<file path="src/rtl/core/assert_macros.svh">
// Assertion macros shared by the framer RTL files.
`ifndef ASSERT_MACROS_SVH
`define ASSERT_MACROS_SVH

// Antecedent implies consequent in the same cycle.
`define ASSERT_IMPLIES(label, clk, rst, ante, cons, msg) \
   label: assert property (@(posedge clk) disable iff (rst) (ante) |-> (cons)) \
      else $error(msg);

// Antecedent implies consequent in the next cycle.
`define ASSERT_NEXT(label, clk, rst, ante, cons, msg) \
   label: assert property (@(posedge clk) disable iff (rst) (ante) |=> (cons)) \
      else $error(msg);

`endif

</file>
<file path="src/rtl/core/sphf_pkg.sv">
// Types and constants of the space packet header framer.
`default_nettype none
package sphf_pkg;

   localparam int BUFFER_CAPACITY = 1024;
   localparam int FILL_W = $clog2(BUFFER_CAPACITY + 1);
   localparam int OFFSET_W = 10;
   localparam int IDX_W = 4;
   localparam int QUEUE_DEPTH = 2;
   localparam int QPTR_W = (QUEUE_DEPTH > 1) ? $clog2(QUEUE_DEPTH) : 1;
   localparam int QCNT_W = $clog2(QUEUE_DEPTH + 1);

   localparam logic [1:0] MODE_START = 2'd0;
   localparam logic [1:0] MODE_APPEND = 2'd1;
   localparam logic [1:0] MODE_FINISH = 2'd2;
   localparam logic [1:0] MODE_NONE = 2'd3;

   localparam logic [31:0] TC_LIMIT = 32'd3600000000;
   localparam logic [15:0] LEN_MARK = 16'hDEAD;
   localparam logic [15:0] LEN_BIAS = 16'd7;
   localparam logic [1:0] GROUP_FLAGS = 2'b11;
   localparam logic [OFFSET_W-1:0] LEN_OFF_HI = OFFSET_W'(4);
   localparam logic [OFFSET_W-1:0] LEN_OFF_LO = OFFSET_W'(5);

   localparam logic [IDX_W-1:0] LAST_IDX_ONE = IDX_W'(0);
   localparam logic [IDX_W-1:0] LAST_IDX_FIN = IDX_W'(1);
   localparam logic [IDX_W-1:0] LAST_IDX_HDR = IDX_W'(5);
   localparam logic [IDX_W-1:0] LAST_IDX_SEC = IDX_W'(9);

   typedef struct packed {
      logic [1:0]  mode;
      logic [10:0] apid;
      logic        use_sequence;
      logic [31:0] timecode;
      logic [7:0]  data_byte;
   } req_type;

   typedef struct packed {
      logic [OFFSET_W-1:0] write_offset;
      logic [7:0]          write_byte;
      logic                refused;
      logic                last;
   } rsp_type;

   typedef struct packed {
      logic [1:0]       kind;
      logic [10:0]      apid;
      logic             use_sequence;
      logic             sec;
      logic [31:0]      timecode;
      logic [7:0]       data_byte;
      logic [IDX_W-1:0] last_idx;
   } cmd_type;

endpackage
`default_nettype wire

</file>
<file path="src/rtl/core/space_packet_header_framer_unit.sv">
// Top level of the space packet header framer.
// Each item becomes byte writes into an external packet buffer, one write per
// clock at the back end's output register when not stalled: an append item makes
// one write, a finish item two, a start item six, or ten when the timecode is
// sent. The front end classifies items into a two-entry command queue, so appends
// stream at the same rate and a new item is taken while earlier writes are still
// going out; req_stall rises only when that queue is full. Unused mode 3 is taken
// and dropped. A refused write (buffer full) ends its item's writes.
`default_nettype none
module space_packet_header_framer_unit (
   input  wire logic              clock,
   input  wire logic              reset,
   input  wire logic              req_valid,
   output logic                   req_stall,
   input  wire sphf_pkg::req_type req_data,
   output logic                   rsp_valid,
   input  wire logic              rsp_stall,
   output sphf_pkg::rsp_type      rsp_data
);

   logic queue_full;
   logic push;
   logic pop;
   logic head_valid;
   sphf_pkg::cmd_type push_cmd;
   sphf_pkg::cmd_type head_cmd;

   sphf_front u_front (
      .req_valid  (req_valid),
      .req_data   (req_data),
      .req_stall  (req_stall),
      .queue_full (queue_full),
      .push       (push),
      .cmd        (push_cmd)
   );

   sphf_queue u_queue (
      .clock      (clock),
      .reset      (reset),
      .push       (push),
      .push_cmd   (push_cmd),
      .full       (queue_full),
      .pop        (pop),
      .head_valid (head_valid),
      .head_cmd   (head_cmd)
   );

   sphf_back u_back (
      .clock      (clock),
      .reset      (reset),
      .head_valid (head_valid),
      .head_cmd   (head_cmd),
      .pop        (pop),
      .rsp_valid  (rsp_valid),
      .rsp_stall  (rsp_stall),
      .rsp_data   (rsp_data)
   );

endmodule
`default_nettype wire

</file>
<file path="src/rtl/core/sphf_front.sv">
// Front end: accepts items, drops unused codes and classifies the rest into commands.
`default_nettype none
module sphf_front (
   input  wire logic             req_valid,
   input  wire sphf_pkg::req_type req_data,
   output logic                  req_stall,
   input  wire logic             queue_full,
   output logic                  push,
   output sphf_pkg::cmd_type     cmd
);

   logic sec;

   always_comb begin
      sec = req_data.timecode < sphf_pkg::TC_LIMIT;
      req_stall = queue_full;
      push = req_valid && !queue_full && (req_data.mode != sphf_pkg::MODE_NONE);
      cmd.kind = req_data.mode;
      cmd.apid = req_data.apid;
      cmd.use_sequence = req_data.use_sequence;
      cmd.sec = sec;
      cmd.timecode = req_data.timecode;
      cmd.data_byte = req_data.data_byte;
      case (req_data.mode)
         sphf_pkg::MODE_START: begin
            cmd.last_idx = sec ? sphf_pkg::LAST_IDX_SEC : sphf_pkg::LAST_IDX_HDR;
         end
         sphf_pkg::MODE_FINISH: begin
            cmd.last_idx = sphf_pkg::LAST_IDX_FIN;
         end
         default: begin
            cmd.last_idx = sphf_pkg::LAST_IDX_ONE;
         end
      endcase
   end

endmodule
`default_nettype wire

</file>
<file path="src/rtl/core/sphf_queue.sv">
// Command queue between front and back end.
`default_nettype none
`include "assert_macros.svh"
module sphf_queue (
   input  wire logic              clock,
   input  wire logic              reset,
   input  wire logic              push,
   input  wire sphf_pkg::cmd_type push_cmd,
   output logic                   full,
   input  wire logic              pop,
   output logic                   head_valid,
   output sphf_pkg::cmd_type      head_cmd
);

   sphf_pkg::cmd_type entry_ff [sphf_pkg::QUEUE_DEPTH];
   logic [sphf_pkg::QPTR_W-1:0] wr_ptr_ff, wr_ptr_in;
   logic [sphf_pkg::QPTR_W-1:0] rd_ptr_ff, rd_ptr_in;
   logic [sphf_pkg::QCNT_W-1:0] count_ff, count_in;
   logic do_pop;

   always_comb begin
      full = count_ff == sphf_pkg::QCNT_W'(sphf_pkg::QUEUE_DEPTH);
      head_valid = count_ff != '0;
      head_cmd = entry_ff[rd_ptr_ff];
      do_pop = pop && head_valid;
      wr_ptr_in = wr_ptr_ff;
      rd_ptr_in = rd_ptr_ff;
      count_in = count_ff;
      if (push) begin
         wr_ptr_in = (wr_ptr_ff == sphf_pkg::QPTR_W'(sphf_pkg::QUEUE_DEPTH - 1)) ?
                     '0 : wr_ptr_ff + 1'b1;
      end
      if (do_pop) begin
         rd_ptr_in = (rd_ptr_ff == sphf_pkg::QPTR_W'(sphf_pkg::QUEUE_DEPTH - 1)) ?
                     '0 : rd_ptr_ff + 1'b1;
      end
      if (push && !do_pop) begin
         count_in = count_ff + 1'b1;
      end else if (do_pop && !push) begin
         count_in = count_ff - 1'b1;
      end
   end

   always_ff @(posedge clock) begin
      if (push) begin
         entry_ff[wr_ptr_ff] <= push_cmd;
      end
   end

   always_ff @(posedge clock) begin
      if (reset) begin
         wr_ptr_ff <= '0;
         rd_ptr_ff <= '0;
         count_ff <= '0;
      end else begin
         wr_ptr_ff <= wr_ptr_in;
         rd_ptr_ff <= rd_ptr_in;
         count_ff <= count_in;
      end
   end

   `ASSERT_IMPLIES(a_no_overflow, clock, reset, full, !push, "push into full queue")
   `ASSERT_IMPLIES(a_count_range, clock, reset, 1'b1,
      count_ff <= sphf_pkg::QCNT_W'(sphf_pkg::QUEUE_DEPTH), "queue count out of range")

endmodule
`default_nettype wire

</file>
<file path="src/rtl/core/sphf_back.sv">
// Back end: expands commands into byte writes, tracks fill count and sequence count.
`default_nettype none
`include "assert_macros.svh"
module sphf_back (
   input  wire logic              clock,
   input  wire logic              reset,
   input  wire logic              head_valid,
   input  wire sphf_pkg::cmd_type head_cmd,
   output logic                   pop,
   output logic                   rsp_valid,
   input  wire logic              rsp_stall,
   output sphf_pkg::rsp_type      rsp_data
);

   logic [sphf_pkg::FILL_W-1:0] fill_ff, fill_in;
   logic [13:0] seq_ff, seq_in;
   logic [sphf_pkg::IDX_W-1:0] idx_ff, idx_in;
   logic rsp_valid_ff, rsp_valid_in;
   sphf_pkg::rsp_type rsp_data_ff, rsp_data_in;

   logic issue;
   logic full;
   logic is_last;
   logic [31:0] fill_ext;
   logic [15:0] len;
   logic [13:0] seqv;
   logic [7:0] hdr_byte;
   logic [7:0] cur_byte;

   always_comb begin
      issue = head_valid && (!rsp_valid_ff || !rsp_stall);
      full = fill_ff >= sphf_pkg::FILL_W'(sphf_pkg::BUFFER_CAPACITY);
      is_last = idx_ff == head_cmd.last_idx;
      fill_ext = 32'(fill_ff);
      len = fill_ext[15:0] - sphf_pkg::LEN_BIAS;
      seqv = head_cmd.use_sequence ? seq_ff : 14'd0;
      case (idx_ff)
         4'd0: hdr_byte = {4'd0, head_cmd.sec, head_cmd.apid[10:8]};
         4'd1: hdr_byte = head_cmd.apid[7:0];
         4'd2: hdr_byte = {sphf_pkg::GROUP_FLAGS, seqv[13:8]};
         4'd3: hdr_byte = seqv[7:0];
         4'd4: hdr_byte = sphf_pkg::LEN_MARK[15:8];
         4'd5: hdr_byte = sphf_pkg::LEN_MARK[7:0];
         4'd6: hdr_byte = head_cmd.timecode[31:24];
         4'd7: hdr_byte = head_cmd.timecode[23:16];
         4'd8: hdr_byte = head_cmd.timecode[15:8];
         default: hdr_byte = head_cmd.timecode[7:0];
      endcase
      cur_byte = (head_cmd.kind == sphf_pkg::MODE_APPEND) ? head_cmd.data_byte : hdr_byte;

      pop = 1'b0;
      fill_in = fill_ff;
      seq_in = seq_ff;
      idx_in = idx_ff;
      rsp_data_in = rsp_data_ff;
      rsp_valid_in = rsp_valid_ff && rsp_stall;

      if (issue) begin
         rsp_valid_in = 1'b1;
         if (head_cmd.kind == sphf_pkg::MODE_FINISH) begin
            rsp_data_in.write_offset = is_last ? sphf_pkg::LEN_OFF_LO : sphf_pkg::LEN_OFF_HI;
            rsp_data_in.write_byte = is_last ? len[7:0] : len[15:8];
            rsp_data_in.refused = 1'b0;
            rsp_data_in.last = is_last;
            if (is_last) begin
               fill_in = '0;
            end
         end else begin
            rsp_data_in.write_offset = fill_ext[sphf_pkg::OFFSET_W-1:0];
            rsp_data_in.write_byte = cur_byte;
            rsp_data_in.refused = full;
            rsp_data_in.last = full || is_last;
            if (!full) begin
               fill_in = fill_ff + 1'b1;
               if (is_last && head_cmd.kind == sphf_pkg::MODE_START &&
                   head_cmd.use_sequence) begin
                  seq_in = seq_ff + 1'b1;
               end
            end
         end
         if (rsp_data_in.last) begin
            pop = 1'b1;
            idx_in = '0;
         end else begin
            idx_in = idx_ff + 1'b1;
         end
      end
   end

   always_ff @(posedge clock) begin
      rsp_data_ff <= rsp_data_in;
      if (reset) begin
         fill_ff <= '0;
         seq_ff <= '0;
         idx_ff <= '0;
         rsp_valid_ff <= 1'b0;
      end else begin
         fill_ff <= fill_in;
         seq_ff <= seq_in;
         idx_ff <= idx_in;
         rsp_valid_ff <= rsp_valid_in;
      end
   end

   assign rsp_valid = rsp_valid_ff;
   assign rsp_data = rsp_data_ff;

   `ASSERT_IMPLIES(a_fill_cap, clock, reset, 1'b1,
      fill_ff <= sphf_pkg::FILL_W'(sphf_pkg::BUFFER_CAPACITY), "fill count above capacity")
   `ASSERT_IMPLIES(a_idx_range, clock, reset, head_valid,
      idx_ff <= head_cmd.last_idx, "write index beyond command length")
   `ASSERT_NEXT(a_finish_clears, clock, reset,
      issue && head_cmd.kind == sphf_pkg::MODE_FINISH && is_last,
      fill_ff == '0, "fill count not cleared after finish")
   `ASSERT_NEXT(a_refused_holds, clock, reset, issue && full &&
      head_cmd.kind != sphf_pkg::MODE_FINISH,
      $stable(fill_ff) && $stable(seq_ff), "refused write changed state")

endmodule
`default_nettype wire
</file>
<file path="config.mk">
export PLATFORM = sky130hd
export DESIGN_NAME = space_packet_header_framer_unit
export DESIGN_NICKNAME = d
export VERILOG_FILES = /design/src/rtl/core/sphf_pkg.sv /design/src/rtl/core/space_packet_header_framer_unit.sv /design/src/rtl/core/sphf_front.sv /design/src/rtl/core/sphf_queue.sv /design/src/rtl/core/sphf_back.sv
export VERILOG_INCLUDE_DIRS = /design/src /design/src/rtl/core
export SDC_FILE = /design/constraint.sdc
export NUM_CORES = 1
export LEC_CHECK = 0
export BUFFER_PORTS_ARGS = -buffer_cell sky130_fd_sc_hd__buf_2
export CAP_MARGIN = 20
export CELL_PAD_IN_SITES_DETAIL_PLACEMENT = 2
export CELL_PAD_IN_SITES_GLOBAL_PLACEMENT = 2
export CORE_MARGIN = 4
export CORE_UTILIZATION = 40
export CTS_CLUSTER_DIAMETER = 120
export DETAILED_ROUTE_END_ITERATION = 8
export PLACE_DENSITY = 0.84
export SETUP_SLACK_MARGIN = 0.15
export SLEW_MARGIN = 20
export SYNTH_ARGS = -nofsm -noshare
export SYNTH_HDL_FRONTEND = slang
export SYNTH_HIERARCHICAL = 1
export SYNTH_SLANG_ARGS = --single-unit
</file>
<file path="constraint.sdc">
create_clock -name clock -period 5.45 [get_ports clock]
set_clock_uncertainty 0.2 [all_clocks]
set_input_delay 0.8175 -clock clock [delete_from_list [all_inputs] [get_ports clock]]
set_output_delay 0.8175 -clock clock [all_outputs]
set_load 0.005 [all_outputs]
</file>
==> results of run 1 <==
==> layer usage <==
metal,up-vias,wire [um],GRT usage (%)
met5,-,0,0
met1,2695,9650,24.4
met4,0,324,4.96
met3,23,776,4.09
li1,2445,-,-
met2,146,11700,34.5
==> cell type report <==
| class | instances | share of cell area [%] |
|---|---|---|
| inverter | 18 | 0.759 |
| tap | 270 | 3.73 |
| sequential | 173 | 53.5 |
| timing repair buffer | 82 | 4.61 |
| clock inverter | 15 | 1.26 |
| multi-input combinational | 385 | 31.5 |
| clock buffer | 17 | 4.69 |
==> synth_stat cells (all sizes together), types with 10 or more instances <==
cell      n  area share (%)
xnor2    15             1.6
edfxtp  138              50
nor3     12            0.85
o21ai    15            0.94
nand3    15            0.90
buf      75             6.6
a211oi   11            0.99
nand2    27             1.2
xor2     10             1.0
dfxtp    35             8.4
and2     12            0.90
a21oi    35             2.1
nor2     36             1.6
inv      17            0.76
nand4    10            0.93
clkbuf   14            0.63
mux2     60             8.5
==> cells in the final DEF (no fill, tap or decap), types with 14 or more instances in the layout <==
| master | instances |
|---|---|
| xnor2_1 | 15 |
| nor2_1 | 36 |
| clkbuf_16 | 17 |
| inv_1 | 17 |
| dfxtp_1 | 34 |
| buf_2 | 79 |
| mux2_2 | 50 |
| a21oi_1 | 34 |
| nand3_1 | 15 |
| o21ai_0 | 14 |
| edfxtp_1 | 138 |
| nand2_1 | 27 |
==> flip-flops by register name, indices dropped and copies added, names as in the netlist, named ones only <==
register           flops
u_back/fill_ff        11
u_queue/entry_ff     118
u_back/idx_ff          4
u_queue/rd_ptr_ff      1
u_back/rsp_data       20
u_queue/wr_ptr_ff      1
u_back/seq_ff         14
u_queue/count_ff       2
u_back/rsp_valid       1
==> worst paths after layout <==
path	start	to	slack (ns)	cells after the start
worst max-delay path	u_back/idx_ff[3]	u_queue/count_ff[1]	1.86	8
worst min-delay path	u_back/seq_ff[13]	u_back/seq_ff[13]	0.31	2
worst max register to register	u_back/idx_ff[3]	u_queue/count_ff[1]	1.86	8
worst min register to register	u_back/seq_ff[13]	u_back/seq_ff[13]	0.31	2
==> power by group <==
group | total (mW) | internal [mW] | switching (mW)
registers | 1.61 | 1.56 | 0.0465
logic | 0.480 | 0.172 | 0.308
clock network | 1.12 | 0.591 | 0.530
==> stage by stage <==
step / setup slack, ns / power (mW)
floorplan: 0.843 / 1.95
CTS: 1.90 / 3.24
finish: 1.86 / 3.21
detailed placement: 1.96 / 2.11
global placement: 2.09 / 2.07
global route: 1.63 / 3.36
==> logic make-up after synthesis <==
group / share of synthesized area, %
AO/OA/AOI/OAI: 9.54
XOR/XNOR: 2.62
adder cells (fa/ha/maj): 1.20
buffers and inverters: 8.09
flip-flops: 57.9
multiplexers: 8.89
other: 0.0448
AND/OR/NAND/NOR: 11.7
==> worst min-delay path, delay by kind of cell, from the launching register on <==
kind,cells,cell delay (ns)
DFF,1,0.33
AOI/OAI and AO/OA,2,0.13
==> run summary, run 1 <==
status: completed
Startpoint Class: flip-flop
vias: 5309
syn_area_per_cell: 12.6 um2
Sequential Area: 4850 um2
Post-Syn Nets: 731
via-per-instance ratio: 5.53
CTS Buf Count: 17
dpl cell area: 8520 um2
initial core utilization: 40.9%
static leakage: 3.12 nW
worst stage delay on the critical path: 0.93 ns
CTS Buffer Depth: 2
final antenna-violating net count: 0
ys async rst share: 0%
wire per inst: 23.4 um
initial antenna violation count: 0
Die W: 153 um
hold_ws: 0.310 ns
diode count: 0
cell mode on critical path: nor2_1
DRC Markers: 0
critical path arrival: 3.74 ns
first-pass GRT wire length: 34900 um
clock sinks: 173
final wirelength: 22500 um
Area Overhead vs Synth: 8.33%
drt first pass iters: 7
root buf cell: clkbuf_16
Fillers: 2078
Rel. slew slack: 28.8%
Clock Latency Late Sink: 0.43 ns
Hold Buf Count CTS: 0
Worst VDD drop: 0.212 mV
vias in the first global route: 5806
fin area: 9060 um2
CTS tree: done
gr usage total: 19.5%
Final Hold Violating Endpoints: 0
fin crit share: 65.9%
placement row count: 52
power density cells: 354 nW/um2
H-Tree Depth: 4
Post-DP HPWL: 16500 um
Post-CTS Resized: 0
crit path kind: flip-flop to flip-flop
Max FO, Critical Path: 24
register area share after synthesis: 57.9%
postcts setup bufs: 0
Cell Area, Synth: 8360 um2
register clock-pin slew on the reported worst setup and hold paths: 0.07 ns
Synth Register Bits: 173
core area: 20400 um2
gpl congestion: 0.826
GRT overflow: 0
count of different cell masters after synthesis: 72
Worst setup EP type: flip-flop
max cap viols: 0
Initial DRC Count: 322
Util after Layout: 44.4%
final setup vio count: 0
RSZ-0062 raised after global routing: false
layout cells sized above 1: 27.4%
setup TNS: 0 ns
worst hold-check path type: flip-flop to flip-flop
Worst-Margin Slew: 1.05 ns
Die Ht: 153 um
Tmin final: 3.59 ns
Pins Over Slew Limit: 0
largest net degree at the start of global routing: 54
EDFF count, synth: 138
Worst EP required: 5.60 ns
multi-input gate area in the final layout: 2850 um2
CP cell instances: xnor2_1, and4_1, nor2_1, nor2_1, o21ai_0, ha_1, or3_1, a21oi_1
Non-Filler Instances: 960
Die ar.: 23300 um2
cells after synthesis: 665
Final nets: 743
CP max-delay cell: dfxtp_1
Synth warnings: 6
Post-synth top flop: edfxtp_1
IO Pins: 80
CP delay by family, top: simple AND/OR/NAND/NOR gates
Buf/Inv on CP: 0
port bufs: 79
fmax: 0.278 GHz
placed cell count: 928
Power figures use the tool's default switching activity.
==> run 2, diff against run 1 <==
CORE_UTILIZATION = 37   (was 40)
PLACE_DENSITY = 0.82   (was 0.84)
clock period = 3 ns   (was 5.45 ns; I/O delays follow)
==> run summary, run 2 (synthesized netlist as in run 1, its figures left out) <==
status: completed
final antenna-violating net count: 0 (unchanged)
Setup WS post-layout: 0.272 ns (-1.59 ns)
dpl cell area: 8690 um2 (+2.0%)
CTS Buf Count: 17 (unchanged)
core area: 22000 um2 (+7.8%)
CTS tree: done
sequential share of power: 46.2% (-3.9 points)
worst hold-check path type: input port to flip-flop
setup TNS: 0 ns (unchanged)
Fillers: 2175 (+4.7%)
clock sinks: 173 (unchanged)
Area Overhead vs Synth: 14.6%
GRT overflow: 0 (unchanged)
Clock Latency Late Sink: 0.44 ns (about the same)
vias in the first global route: 6224 (+7.2%)
IO Pins: 80 (unchanged)
diode count: 0 (unchanged)
Final Hold Violating Endpoints: 0 (unchanged)
Rel. slew slack: 59.9% (+31 points)
r2r setup slk: 0.27 ns (-1.59 ns)
max FFs per register: 118 (unchanged)
fmax: 0.367 GHz (+32%)
Max FO, Critical Path: 17 (-29%)
sw frac: 26.6% (-0.98 points)
initial antenna violation count: 0 (unchanged)
crit path kind: flip-flop to flip-flop
combinational share of power: 15.6% (+0.6 points)
gr usage total: 19.8% (+0.25 points)
PnR Total Power: 6.30 mW (+96%)
postcts setup bufs: 0 (unchanged)
DRC Markers: 0 (unchanged)
largest net degree at the start of global routing: 60 (+11%)
Startpoint Class: flip-flop
Place WS: 0.154 ns (-1.81 ns)
drt first pass iters: 6 (-1)
Post-DP HPWL: 17100 um (+3.5%)
register clock-pin slew on the reported worst setup and hold paths: 0.07 ns (about the same)
H-Tree Depth: 4 (unchanged)
wire per inst: 24.1 um (+3.2%)
highest-count cells in the layout ignoring fill and taps: 138 x edfxtp_1, 79 x buf_2, 50 x mux2_2
root buf cell: clkbuf_16
Initial DRC Count: 344 (+6.8%)
port bufs: 79 (unchanged)
Biggest register: u_queue/entry_ff
via-per-instance ratio: 5.53 (about the same)
Cell Int Power: 4.62 mW (+99%)
final wirelength: 24300 um (+8.2%)
gpl congestion: 0.789 (-4.4%)
first-pass GRT wire length: 37100 um (+6.3%)
P_sw: 1.68 mW (+89%)
Worst EP required: 3.15 ns (-2.45 ns)
initial core utilization: 38.0% (-3.0 points)
layout cells sized above 1: 29.9% (+2.5 points)
CTS Buffer Depth: 2 (unchanged)
Final nets: 779 (+4.8%)
Pins Over Slew Limit: 0 (unchanged)
worst stage delay on the critical path: 0.50 ns (-0.43 ns)
Tmin final: 2.73 ns (-0.865 ns)
Die Ht: 158 um (+3.8%)
max cap viols: 0 (unchanged)
Die ar.: 25100 um2 (+7.7%)
CP cell instances: mux2_2, xnor2_1, and4_4, buf_4, nand4_4, or4_1, a21oi_1
Worst setup EP type: flip-flop
power density cells: 658 nW/um2 (+86%)
Worst VDD drop: 0.386 mV (+82%)
fin crit share: 90.9% (+25 points)
commonest non-fill, non-tap cell in the layout: edfxtp_1
RSZ-0062 raised after global routing: true
final setup vio count: 0 (unchanged)
CP max-delay cell: or4_1
Util after Layout: 43.5% (-0.85 points)
vias: 5565 (+4.8%)
Die W: 158 um (+3.8%)
Worst-Margin Slew: 0.598 ns (-0.457 ns)
critical path arrival: 2.88 ns (-0.86 ns)
fin area: 9580 um2 (+5.7%)
static leakage: 3.35 nW (+7.4%)
placement row count: 54 (+3.8%)
Clock power frac: 38.2% (+3.3 points)
## run 2: path summary, 6_finish.rpt
kind	from	to	depth (start not counted)
worst max-delay path	flip-flop	u_back/seq_ff[13]	7
worst min-delay path	req_data[9]	u_queue/entry_ff[1][13]	1
worst max register to register	flip-flop	u_back/seq_ff[13]	7
worst min register to register	u_back/seq_ff[9]	u_back/seq_ff[9]	2
## run 2: through the flow
| stage | std cells | hold slack, ns |
|---|---|---|
| after floorplan | 665 | 0.252 |
| after global placement | 954 | 0.267 |
| after detailed placement | 954 | 0.308 |
| after CTS | 1005 | 0.000166 |
| after global routing | 1006 | -0.000755 |
| final | 1006 | 0.0114 |
## run 2: cell type report
class | instances | area, um2 | share of cell area (%)
Tap cell | 280 | 350 | 3.66
Timing Repair Buffer | 118 | 779 | 8.14
Multi-Input combinational cell | 385 | 2900 | 30.3
Inverter | 18 | 68.8 | 0.718
Clock buffer | 17 | 425 | 4.44
Sequential cell | 173 | 4850 | 50.6
Clock inverter | 15 | 209 | 2.18
## run 2: worst max-delay path, delay by kind of cell (launching register included)
family	cells	cell delay, ns
compound gates	1	0.21
flops	1	0.41
buf+inv	1	0.25
xor+xnor	1	0.24
mux	1	0.37
simple gates	3	0.95
## run 2: power groups by stage
stage / sequential, mW / combinational, mW / clock [mW]
6_report: 2.91 / 0.982 / 2.41
5_1_grt: 2.93 / 1.07 / 2.58
4_1_cts: 2.92 / 0.965 / 2.46
3_5_place_dp: 2.97 / 0.935 / 0
3_3_place_gp: 2.95 / 0.865 / 0
2_1_floorplan: 2.94 / 0.599 / 0
## run 2: per-layer routing
metal / global-route usage, % / up-vias / wire, um
met5: 0 / - / 0
met4: 4.87 / 0 / 360
met3: 4.08 / 30 / 896
met2: 36.6 / 131 / 13100
met1: 23.4 / 2880 / 9960
li1: - / 2524 / -
## run 2: what timing repair did
action | in CTS | in global routing
endpoints found under the setup margin | 1 | 14
pin swaps | 0 | 1
hold endpoints to repair | 36 | 2
hold buffers | 19 | 1
resized for setup | 1 | 11
cloned | 0 | 0
